<file path="config.mk">
export PLATFORM = sky130hd
export DESIGN_NAME = multichannel_pwm_generator_top
export DESIGN_NICKNAME = d
export VERILOG_FILES = /design/src/sv/mcpwm_pkg.sv /design/src/sv/mcpwm_timebase.sv /design/src/sv/mcpwm_chan_regs.sv /design/src/sv/mcpwm_levels.sv /design/src/sv/multichannel_pwm_generator_top.sv
export SDC_FILE = /design/constraint.sdc
export NUM_CORES = 2
export LEC_CHECK = 0
export BUFFER_PORTS_ARGS = -buffer_cell sky130_fd_sc_hd__buf_2
export CAP_MARGIN = 20
export CELL_PAD_IN_SITES_DETAIL_PLACEMENT = 1
export CELL_PAD_IN_SITES_GLOBAL_PLACEMENT = 1
export CORE_ASPECT_RATIO = 1.1
export CORE_MARGIN = 3
export CORE_UTILIZATION = 40
export CTS_BUF_LIST = sky130_fd_sc_hd__clkbuf_2 sky130_fd_sc_hd__clkbuf_4 sky130_fd_sc_hd__clkbuf_8
export DETAILED_ROUTE_END_ITERATION = 8
export PLACE_DENSITY = 0.67
export SETUP_SLACK_MARGIN = 0.15
export SYNTH_ARGS = -nofsm -noshare
export SYNTH_HDL_FRONTEND = slang
export SYNTH_HIERARCHICAL = 1
export SYNTH_SLANG_ARGS = --single-unit
</file>
<file path="constraint.sdc">
create_clock -name clock -period 9 [get_ports clock]
set_input_delay 0.45 -clock clock [delete_from_list [all_inputs] [get_ports clock]]
set_output_delay 0.45 -clock clock [all_outputs]
set_load 0.02 [all_outputs]
</file>
<file path="src/sv/mcpwm_pkg.sv">
// ----------------------------------------------------------------------------
// mcpwm_pkg
// Shared constants, transaction types and the window compare used by the
// multichannel PWM generator.
// ----------------------------------------------------------------------------
package mcpwm_pkg;

   localparam int CHANNELS        = 16;
   localparam int COUNTER_BITS    = 12;
   localparam int WORD_BITS       = COUNTER_BITS + 1;
   localparam int FIELD_WORD_BITS = 13;
   localparam int CHANNEL_BITS    = 4;
   localparam int LEVEL_BITS      = 16;
   localparam int LEVEL_CHANNELS  = (CHANNELS < LEVEL_BITS) ? CHANNELS : LEVEL_BITS;
   localparam int PRESCALE_BITS   = 8;
   localparam int PRESCALE_RESET  = 30;
   localparam int PRESCALE_MIN    = 3;
   localparam int CSR_INDEX_BITS  = 1;
   localparam int CSR_DATA_BITS   = 8;

   typedef enum logic [1:0] {
      OP_TICK  = 2'd0,
      OP_WRITE = 2'd1,
      OP_READ  = 2'd2
   } op_type;

   typedef enum logic [CSR_INDEX_BITS-1:0] {
      CSR_PRESCALE = 1'b0,
      CSR_SLEEP    = 1'b1
   } csr_index_type;

   typedef logic [WORD_BITS-1:0]    word_type;
   typedef logic [COUNTER_BITS-1:0] count_type;

   typedef struct packed {
      logic [1:0]                 op;
      logic [CHANNEL_BITS-1:0]    channel;
      logic [FIELD_WORD_BITS-1:0] on_count;
      logic [FIELD_WORD_BITS-1:0] off_count;
   } req_type;

   typedef struct packed {
      logic [LEVEL_BITS-1:0]      pwm_levels;
      logic [FIELD_WORD_BITS-1:0] read_on;
      logic [FIELD_WORD_BITS-1:0] read_off;
   } rsp_type;

   // Full-off beats full-on; otherwise high inside [on, off), wrapping.
   function automatic logic channel_level(word_type on_w, word_type off_w, count_type cnt);
      count_type a;
      count_type b;
      logic      lvl;
      a = on_w[COUNTER_BITS-1:0];
      b = off_w[COUNTER_BITS-1:0];
      if (off_w[COUNTER_BITS]) begin
         lvl = 1'b0;
      end else if (on_w[COUNTER_BITS]) begin
         lvl = 1'b1;
      end else if (a == b) begin
         lvl = 1'b0;
      end else if (a < b) begin
         lvl = (cnt >= a) && (cnt < b);
      end else begin
         lvl = (cnt >= a) || (cnt < b);
      end
      return lvl;
   endfunction

endpackage

</file>
<file path="src/sv/mcpwm_timebase.sv">
// ----------------------------------------------------------------------------
// mcpwm_timebase
// Configuration registers, prescaler and shared cycle counter.
// ----------------------------------------------------------------------------
module mcpwm_timebase
   import mcpwm_pkg::*;
(
   input  logic                      clock,
   input  logic                      reset,
   input  logic                      csr_we,
   input  logic [CSR_INDEX_BITS-1:0] csr_index,
   input  logic [CSR_DATA_BITS-1:0]  csr_wdata,
   input  logic                      tick_i,
   output count_type                 count_next_o
);

   logic [PRESCALE_BITS-1:0] prescale_ff, prescale_in;
   logic                     sleep_ff, sleep_in;
   logic [PRESCALE_BITS-1:0] pscnt_ff, pscnt_in;
   count_type                count_ff, count_in;
   logic                     advance;
   logic                     wrap;

   always_comb begin
      prescale_in = prescale_ff;
      sleep_in    = sleep_ff;
      if (csr_we) begin
         unique case (csr_index_type'(csr_index))
            CSR_PRESCALE: begin
               // clamp to the hardware minimum
               if (csr_wdata[PRESCALE_BITS-1:0] < PRESCALE_BITS'(PRESCALE_MIN)) begin
                  prescale_in = PRESCALE_BITS'(PRESCALE_MIN);
               end else begin
                  prescale_in = csr_wdata[PRESCALE_BITS-1:0];
               end
            end
            CSR_SLEEP: begin
               sleep_in = csr_wdata[0];
            end
            default: begin
            end
         endcase
      end
   end

   assign advance = tick_i && !sleep_ff;
   assign wrap    = pscnt_ff >= prescale_ff;

   always_comb begin
      pscnt_in = pscnt_ff;
      count_in = count_ff;
      if (advance) begin
         if (wrap) begin
            pscnt_in = '0;
            count_in = count_ff + 1'b1;
         end else begin
            pscnt_in = pscnt_ff + 1'b1;
         end
      end
   end

   assign count_next_o = count_in;

   always_ff @(posedge clock) begin
      if (reset) begin
         prescale_ff <= PRESCALE_BITS'(PRESCALE_RESET);
         sleep_ff    <= 1'b1;
         pscnt_ff    <= '0;
         count_ff    <= '0;
      end else begin
         prescale_ff <= prescale_in;
         sleep_ff    <= sleep_in;
         pscnt_ff    <= pscnt_in;
         count_ff    <= count_in;
      end
   end

   a_count_frozen: assert property (@(posedge clock) disable iff (reset)
      !advance |=> $stable(count_ff))
      else $error("cycle counter moved without an awake tick");

   a_count_step: assert property (@(posedge clock) disable iff (reset)
      (advance && wrap) |=> (count_ff == COUNTER_BITS'($past(count_ff) + 1'b1)))
      else $error("cycle counter did not step on prescaler wrap");

   a_pscnt_clear: assert property (@(posedge clock) disable iff (reset)
      (advance && wrap) |=> (pscnt_ff == '0))
      else $error("prescaler not cleared on wrap");

endmodule

</file>
<file path="src/sv/mcpwm_chan_regs.sv">
// ----------------------------------------------------------------------------
// mcpwm_chan_regs
// On and off word registers of every channel, with write and readback.
// ----------------------------------------------------------------------------
module mcpwm_chan_regs
   import mcpwm_pkg::*;
(
   input  logic                    clock,
   input  logic                    reset,
   input  logic                    write_i,
   input  logic                    read_i,
   input  logic [CHANNEL_BITS-1:0] channel_i,
   input  word_type                on_word_i,
   input  word_type                off_word_i,
   output word_type                on_next_o  [CHANNELS],
   output word_type                off_next_o [CHANNELS],
   output word_type                rd_on_o,
   output word_type                rd_off_o
);

   word_type on_ff  [CHANNELS];
   word_type off_ff [CHANNELS];
   word_type on_in  [CHANNELS];
   word_type off_in [CHANNELS];
   logic [CHANNELS-1:0] hit;

   // channels beyond the array never match, so writes drop and reads give zero
   always_comb begin
      for (int i = 0; i < CHANNELS; i++) begin
         hit[i] = (int'(channel_i) == i);
      end
   end

   always_comb begin
      for (int i = 0; i < CHANNELS; i++) begin
         on_in[i]  = on_ff[i];
         off_in[i] = off_ff[i];
         if (write_i && hit[i]) begin
            on_in[i]  = on_word_i;
            off_in[i] = off_word_i;
         end
      end
   end

   always_comb begin
      rd_on_o  = '0;
      rd_off_o = '0;
      for (int i = 0; i < CHANNELS; i++) begin
         if (read_i && hit[i]) begin
            rd_on_o  = on_ff[i];
            rd_off_o = off_ff[i];
         end
      end
   end

   assign on_next_o  = on_in;
   assign off_next_o = off_in;

   always_ff @(posedge clock) begin
      if (reset) begin
         for (int i = 0; i < CHANNELS; i++) begin
            on_ff[i]  <= '0;
            off_ff[i] <= word_type'(1) << COUNTER_BITS;
         end
      end else begin
         for (int i = 0; i < CHANNELS; i++) begin
            on_ff[i]  <= on_in[i];
            off_ff[i] <= off_in[i];
         end
      end
   end

   a_write_lands: assert property (@(posedge clock) disable iff (reset)
      (write_i && hit[0]) |=> (on_ff[0] == $past(on_word_i) && off_ff[0] == $past(off_word_i)))
      else $error("channel 0 write not stored");

endmodule

</file>
<file path="src/sv/mcpwm_levels.sv">
// ----------------------------------------------------------------------------
// mcpwm_levels
// Parallel window compare of every channel against the shared counter.
// ----------------------------------------------------------------------------
module mcpwm_levels
   import mcpwm_pkg::*;
(
   input  word_type            on_words_i  [CHANNELS],
   input  word_type            off_words_i [CHANNELS],
   input  count_type           count_i,
   output logic [CHANNELS-1:0] levels_o
);

   always_comb begin
      for (int i = 0; i < CHANNELS; i++) begin
         levels_o[i] = channel_level(on_words_i[i], off_words_i[i], count_i);
      end
   end

endmodule

</file>
<file path="src/sv/multichannel_pwm_generator_top.sv">
// ----------------------------------------------------------------------------
// multichannel_pwm_generator_top
// Multichannel PWM generator: channel word store, prescaled counter and a
// registered result of all channel levels plus readback.
//
//   port group | dir | handshake            | payload
//   req_*      | in  | req_valid/req_stall  | req_payload  (op, channel, words)
//   rsp_*      | out | rsp_valid/rsp_stall  | rsp_payload  (levels, readback)
//   csr_*      | in  | csr_we               | csr_index, csr_wdata
//
// One transaction per cycle while not stalled; its result is registered and
// appears in the cycle after acceptance. State is updated at acceptance and
// levels are taken from the updated state into that single result register.
// A held result stalls the request side only while rsp_stall is high.
// Synchronous reset: words cleared with full-off set, counters at zero,
// prescale 30, sleep set.
// ----------------------------------------------------------------------------
module multichannel_pwm_generator_top
   import mcpwm_pkg::*;
(
   input  logic                      clock,
   input  logic                      reset,
   input  logic                      req_valid,
   output logic                      req_stall,
   input  req_type                   req_payload,
   output logic                      rsp_valid,
   input  logic                      rsp_stall,
   output rsp_type                   rsp_payload,
   input  logic                      csr_we,
   input  logic [CSR_INDEX_BITS-1:0] csr_index,
   input  logic [CSR_DATA_BITS-1:0]  csr_wdata
);

   logic                rsp_valid_ff, rsp_valid_in;
   rsp_type             rsp_ff, rsp_in;
   logic                accept;
   logic                tick;
   logic                wr;
   logic                rd;
   count_type           count_next;
   word_type            on_next  [CHANNELS];
   word_type            off_next [CHANNELS];
   word_type            rd_on;
   word_type            rd_off;
   logic [CHANNELS-1:0] levels;

   assign req_stall = rsp_valid_ff && rsp_stall;
   assign accept    = req_valid && !req_stall;
   assign tick      = accept && (req_payload.op == OP_TICK);
   assign wr        = accept && (req_payload.op == OP_WRITE);
   assign rd        = accept && (req_payload.op == OP_READ);

   mcpwm_timebase u_timebase (
      .clock        (clock),
      .reset        (reset),
      .csr_we       (csr_we),
      .csr_index    (csr_index),
      .csr_wdata    (csr_wdata),
      .tick_i       (tick),
      .count_next_o (count_next)
   );

   mcpwm_chan_regs u_chan_regs (
      .clock      (clock),
      .reset      (reset),
      .write_i    (wr),
      .read_i     (rd),
      .channel_i  (req_payload.channel),
      .on_word_i  (word_type'(req_payload.on_count)),
      .off_word_i (word_type'(req_payload.off_count)),
      .on_next_o  (on_next),
      .off_next_o (off_next),
      .rd_on_o    (rd_on),
      .rd_off_o   (rd_off)
   );

   mcpwm_levels u_levels (
      .on_words_i  (on_next),
      .off_words_i (off_next),
      .count_i     (count_next),
      .levels_o    (levels)
   );

   always_comb begin
      rsp_in = rsp_ff;
      if (accept) begin
         rsp_in.pwm_levels = '0;
         for (int i = 0; i < LEVEL_CHANNELS; i++) begin
            rsp_in.pwm_levels[i] = levels[i];
         end
         rsp_in.read_on  = FIELD_WORD_BITS'(rd_on);
         rsp_in.read_off = FIELD_WORD_BITS'(rd_off);
      end
   end

   always_comb begin
      rsp_valid_in = rsp_valid_ff;
      if (accept) begin
         rsp_valid_in = 1'b1;
      end else if (!rsp_stall) begin
         // drop the result once taken
         rsp_valid_in = 1'b0;
      end
   end

   always_ff @(posedge clock) begin
      if (reset) begin
         rsp_valid_ff <= 1'b0;
      end else begin
         rsp_valid_ff <= rsp_valid_in;
      end
   end

   always_ff @(posedge clock) begin
      rsp_ff <= rsp_in;
   end

   assign rsp_valid   = rsp_valid_ff;
   assign rsp_payload = rsp_ff;

   a_result_follows: assert property (@(posedge clock) disable iff (reset)
      accept |=> rsp_valid_ff)
      else $error("accepted transaction produced no result");

   a_no_readback_otherwise: assert property (@(posedge clock) disable iff (reset)
      (accept && !rd) |=> (rsp_ff.read_on == '0 && rsp_ff.read_off == '0))
      else $error("readback words set for a non-read transaction");

endmodule
</file>
=== Word level (Yosys, flattened, before mapping) ===
Memory sizes are Yosys's and may differ from the RTL's.
Index checks and enable logic that the tools add are counted.

* Flip-flop bits (word level): 72
* Latch bits: 0
* RAM bits: 416
* Bits in read-only memories: 0
* Bits of input ports: 46
* Output and inout bits: 44
* Word-level logic and storage cells: 373
* Memories: 2

{| class="wikitable"
|+ Memories
! memory !! depth !! bits a word !! read ports !! clocked after Yosys merged registers in !! write ports !! RTL line !! text
|-
| u_chan_regs.off_ff || 16 || 13 || 16 || 0 || 16 || mcpwm_chan_regs.sv:22 || <nowiki>word_type off_ff [CHANNELS];</nowiki>
|-
| u_chan_regs.on_ff || 16 || 13 || 16 || 0 || 16 || mcpwm_chan_regs.sv:21 || <nowiki>word_type on_ff [CHANNELS];</nowiki>
|}

* Add/subtract/negate cells: 2
* Multiply operators: 0
* Divide/modulo/power cells: 0
* Magnitude comparators: 50
* Equality and inequality tests: 34
* Shift operators: 0
* Muxes and demuxes: 153
* Bitwise gates (word level): 33
* Reductions and logical operators: 76

{| class="wikitable"
|+ Operators with widths
! kind !! number
|-
| two-way mux 13 bit || 96
|-
| less-than comparator 12 bit || 32
|-
| == test 12 bit || 16
|-
| >= comparator 12 bit || 16
|-
| logical AND 1 bit || 54
|-
| two-way mux 1 bit || 53
|-
| == test 4 bit (second input constant) || 8
|-
| OR 1 bit || 32
|-
| two-way mux 12 bit || 2
|-
| == test 4 x 3 -> 1 bit (second input constant) || 4
|-
| logical OR 1 bit || 16
|-
| two-way mux 8 bit || 2
|-
| adder 12 x 1 -> 12 bit (second input constant) || 1
|-
| adder 8 x 1 -> 8 bit (second input constant) || 1
|-
| == test 4 x 2 -> 1 bit (second input constant) || 2
|-
| >= comparator 8 bit || 1
|-
| less-than comparator 8 x 2 -> 1 bit (second input constant) || 1
|-
| == test 4 x 1 -> 1 bit (second input constant) || 1
|-
| logical NOT 4 bit || 1
|-
| AND reduction 2 bit || 2
|-
| == test 2 x 1 -> 1 bit (second input constant) || 1
|-
| == test 2 bit (second input constant) || 1
|-
| logical NOT 1 bit || 2
|-
| logical NOT 2 bit || 1
|-
| other kinds (2) || 2
|}

=== Depth between registers and ports, before layout ===
* Depth in word-level cells: 21
* Depth in mapped cells: 18
* Mapped depth without buffers: 15

=== Hierarchy ===
The synthesis kept the hierarchy.

{| class="wikitable"
|+ By module, submodules not included
! module !! instances !! cells each !! area an instance (um^2) !! seq. area each (um^2)
|-
| mcpwm_chan_regs || 1 || 1989 || 20178.1 || 8328.0
|-
| mcpwm_levels || 1 || 1772 || 13429.1 || 0.0
|-
| mcpwm_timebase || 1 || 201 || 1873.0 || 580.6
|-
| multichannel_pwm_generator_top || 1 || 51 || 1346.3 || 1281.2
|}

=== Least setup slack after synthesis ===
Ideal clock, no wire load.

* Kind: in2reg
* Start: input req_valid
* End: register rsp_ff, in the netlist rsp_payload[41], data pin
* Setup time: 0.263 ns
* Arrival time: 4.870 ns
* Required time: 8.737 ns
* Path slack: 3.867 ns
* Stages: 15
* Buffers on the path: 1
* Cell sequence: a21bo_4 -> nor3_1 -> nand2b_4 -> buf_6 -> nor2_4 -> o21ai_4 -> a2111oi_4 -> xor2_1 -> ha_1 -> a21o_1 -> a211o_1 -> a2111oi_2 -> a21oi_1 -> a2111oi_2 -> nor2_1

* Cells in the longest elaborated chain, start to end: 9
* Elaborated cells on any way between the ends: 17
* Classes of those cells: 3 x order compare; 1 x eq/ne; 6 x mux; 7 x reduce/logical

{| class="wikitable"
|+ RTL lines
! what !! RTL line !! text
|-
| start: declaration || multichannel_pwm_generator_top.sv:23 || <nowiki>input logic req_valid,</nowiki>
|-
| logical AND 1 bit * || multichannel_pwm_generator_top.sv:48 || <nowiki>assign accept = req_valid && !req_stall;</nowiki>
|-
| logical AND 1 bit * || multichannel_pwm_generator_top.sv:49 || <nowiki>assign tick = accept && (req_payload.op == OP_TICK);</nowiki>
|-
| named net tick || multichannel_pwm_generator_top.sv:37 || <nowiki>logic tick;</nowiki>
|-
| logical AND 1 bit * || mcpwm_timebase.sv:46 || <nowiki>assign advance = tick_i && !sleep_ff;</nowiki>
|-
| two-way mux 12 bit * || mcpwm_timebase.sv:52 || <nowiki>if (advance) begin</nowiki>
|-
| named net count_next[9] || multichannel_pwm_generator_top.sv:40 || <nowiki>count_type count_next;</nowiki>
|-
| >= comparator 12 bit / less-than comparator 12 bit (equally long branches) || mcpwm_pkg.sv:62, mcpwm_pkg.sv:64 ||
|-
| logical OR 1 bit / logical AND 1 bit (equally long branches) || mcpwm_pkg.sv:64, mcpwm_pkg.sv:62 ||
|-
| two-way mux 1 bit * || mcpwm_pkg.sv:61 || <nowiki>end else if (a < b) begin</nowiki>
|-
| two-way mux 1 bit * || mcpwm_pkg.sv:59 || <nowiki>end else if (a == b) begin</nowiki>
|-
| two-way mux 1 bit * || mcpwm_pkg.sv:57 || <nowiki>end else if (on_w[COUNTER_BITS]) begin</nowiki>
|-
| end signal: assignment || multichannel_pwm_generator_top.sv:115 || <nowiki>rsp_ff <= rsp_in;</nowiki>
|-
| end: declaration || multichannel_pwm_generator_top.sv:35 || <nowiki>rsp_type rsp_ff, rsp_in;</nowiki>
|}

The timed path passes the listed nets; every way through them passes the cells marked *.
A chain may end at the register's enable or synchronous reset.

=== Worst setup path after layout ===
* Start: input req_valid
* End: register rsp_ff, in the netlist rsp_payload[35], data pin

The elaborated chain is that of the path after synthesis.

==> results.toml <==
[routing]
drt-initial-drc-count = 2077
vias = 31300
wirelength_mm = 147
first_pass_iters = 7
wl_per_cell_um = 27.5
ant_nets = 0
viasPerCell = 5.88
drc = 0

[power]
ir_drop_v = 0.0000830
p_per_area_mw_per_mm2 = 128
leakage_nw = 17.5

[yosys]
syn_area_sq_mm = 0.0368
ys_seq_area_frac = 0.277
yosysMostFrequentCell = "ha_1"
synth_top_area_frac = 0.242
synth_seq_cells = 488
syn_inst = 4013
synth.area.top_cells = "dfxtp_1 24%, ha_1 19%, mux2_2 14%, nor2b_1 8.0%, inv_1 4.2%"
ys.warnings.count = 6
async_flop_share = 0
yosysTopAreaCell = "dfxtp_1"
synth-edff-count = 42
avgSynthCellArea_sq_um = 9.18
ys_types = 96
synthesis.nets = 4629
synth_top_flop_cell = "dfxtp_1"
synthTopCellsByCount = "570 x ha_1, 468 x nor2b_1, 460 x mux2_2, 446 x dfxtp_1, 409 x inv_1"

[outcome]
outcome = "complete, no violations"

[timing]
clock.fmax_ghz = 0.199
fin_setup_tns_ns = 0
worstMarginPinSlew_ns = 1.17
fin_crit_ns = 5.04
rsz0062_at_grt = "no"
final-setup-viol-count = 0
slew_viol_final = 0
hold_violations = 0
slew_headroom = 0.213
post-route-period-util = 0.560
skew_ns = 0.0234

[clock_network]
cts.repair.resized = 0
clock_latency_ns = 0.74
cts-buffers-inserted = 94
root_buffer = "clkbuf_8"
clkTransAtPathRegs_ns = 0.06
htree_levels = 3
clk_path_buf_depth = 3
cts_sinks = 488
cts_tree = "yes"

[floorplan]
initial_core_util = 0.404
die-width_um = 295
fp.dieArea_sq_mm = 0.0957
core_area_sq_mm = 0.0911
fp-row-count = 116
die_h_um = 324
ios = 90

[placement]
io_buffers = 89
placed_cell_area_sq_mm = 0.0385
place.gp.congestion = 0.924
dpl.hpwl_mm = 105

[cells_and_area]
final_cell_area_sq_mm = 0.0408
drive_above_1_share = 0.211
area_growth_pct = 10.7
nets = 4683

[worst_setup_path]
r2r-start = "rsp_valid"
end_kind = "flip-flop"
reg2reg_depth = 14
worstSetupStartpoint = "req_valid"
cp.required_ns = 9.59
path_max_fanout = 24
endpoint = "rsp_payload[35]"
reg2reg_setup_slack_ns = 4.02
crit_arrival_ns = 5.63
startpoint_type = "input pin"
rr_endpoint = "rsp_payload[35]"
critical_path_class = "in -> reg"

[grt]
grt_pass1_vias = 31900
grt_pass1_wl_mm = 212
grt-ovfl-total = 0
grt_max_degree = 202
grtUsageTotal = 0.300
antenna_found_initial = 13

[hold_path]
hold_class = "in -> reg"

[job]
drv_cap = 0
registers in the layout, summed over array words and instances, names as in the netlist:
| register | cells |
|---|---|
| u_timebase/sleep_ff | 1 |
| u_timebase/pscnt_ff | 8 |
| u_timebase/count_ff | 12 |
| rsp_valid | 1 |
| u_chan_regs/off_ff | 208 |
| rsp_payload | 42 |
| u_timebase/prescale_ff | 8 |
| u_chan_regs/on_ff | 208 |
logic make-up (layout without fill, tap and decap cells):
family,count (synthesis),after routing,share of synthesized area
simple gates,1039,1039,0.158
compound gates,793,793,0.148
buf+inv,603,737,0.0647
fa+ha+maj,572,572,0.194
mux,505,505,0.155
flops,488,488,0.277
xor+xnor,13,13,0.00309
other cells,0,5,0
placed cells by master (no fill, tap or decap), drive strengths merged, types with 105 or more instances in the layout:
| master | instances |
|---|---|
| buf | 140 |
| dfxtp | 446 |
| nor2 | 134 |
| nor3 | 105 |
| a21oi | 187 |
| nor2b | 469 |
| a211oi | 114 |
| inv | 415 |
| mux2 | 467 |
| o21ai | 119 |
| clkbuf | 140 |
| nand2 | 122 |
| ha | 570 |
routing by layer:
| metal | vias to the layer above | global-route usage | wire [um] |
|---|---|---|---|
| met5 | - | 0 | 0 |
| met4 | 0 | 0.141 | 7220 |
| met3 | 267 | 0.0445 | 8280 |
| met2 | 924 | 0.493 | 67100 |
| met1 | 15700 | 0.388 | 64100 |
| li1 | 14500 | - | - |
stage by stage:
step	setup slack (ns)	instances	total power [mW]	hold WS [ns]	utilization
after global placement	3.91	5140	2.68	0.493	0.422
after floorplan	3.87	4013	2.51	0.465	-
after detailed placement	3.81	5140	2.69	0.497	0.422
after CTS	4.04	5327	5.27	0.00485	0.447
after global routing	3.72	5329	5.40	0.0605	0.447
final	3.96	5332	5.23	0.0662	0.447
worst max-delay path, cell delays in order:
cell and delay, ns:
dlygate4sd3_1 0.55, buf_2 0.12, a21bo_4 0.24, nor3_1 0.36, nand2b_4 0.19, nor2_4 0.16
o21ai_4 0.20, a2111oi_4 0.56, xor2_4 0.44, buf_4 0.59, ha_1 0.37, a2111oi_0 0.45
o21ai_0 0.22, o32ai_1 0.41, a221oi_1 0.14, a21oi_1 0.16
cell type report:
type	instances	area, sq um
Fill cell	10500	50400
Multi-Input combinational cell	2922	24400
Sequential cell	488	10200
Clock buffer	140	1780
Inverter	410	1540
Tap cell	1180	1480
Timing Repair Buffer	151	970
Clock inverter	36	378
Antenna cell	5	12.5
worst min path at each step:
stage	from	to	slack, ns	cells past startpoint
after floorplan	u_timebase/prescale_ff[1]	u_timebase/prescale_ff[1]	0.46	2
after global placement	u_timebase/prescale_ff[1]	u_timebase/prescale_ff[1]	0.49	2
after detailed placement	u_timebase/prescale_ff[1]	u_timebase/prescale_ff[1]	0.50	2
final	csr_wdata[0]	u_timebase/prescale_ff[0]	0.07	3
after CTS	csr_wdata[0]	u_timebase/prescale_ff[0]	0.005	3
after global routing	csr_wdata[0]	u_timebase/prescale_ff[0]	0.06	3
what timing repair did:
action,4_1_cts,5_1_grt
buffers inserted,0,0
hold buffers,11,0
hold endpoints to repair,9,0
report_power, final:
| part | switching (mW) | internal [mW] | total, mW | leakage (nW) |
|---|---|---|---|---|
| Sequential | 0.0112 | 2.21 | 2.22 | 4.02 |
| Combinational | 0.309 | 0.123 | 0.431 | 12.3 |
| Clock | 1.10 | 1.47 | 2.58 | 1.15 |
Note: power is estimated with default switching activity, not from simulation.
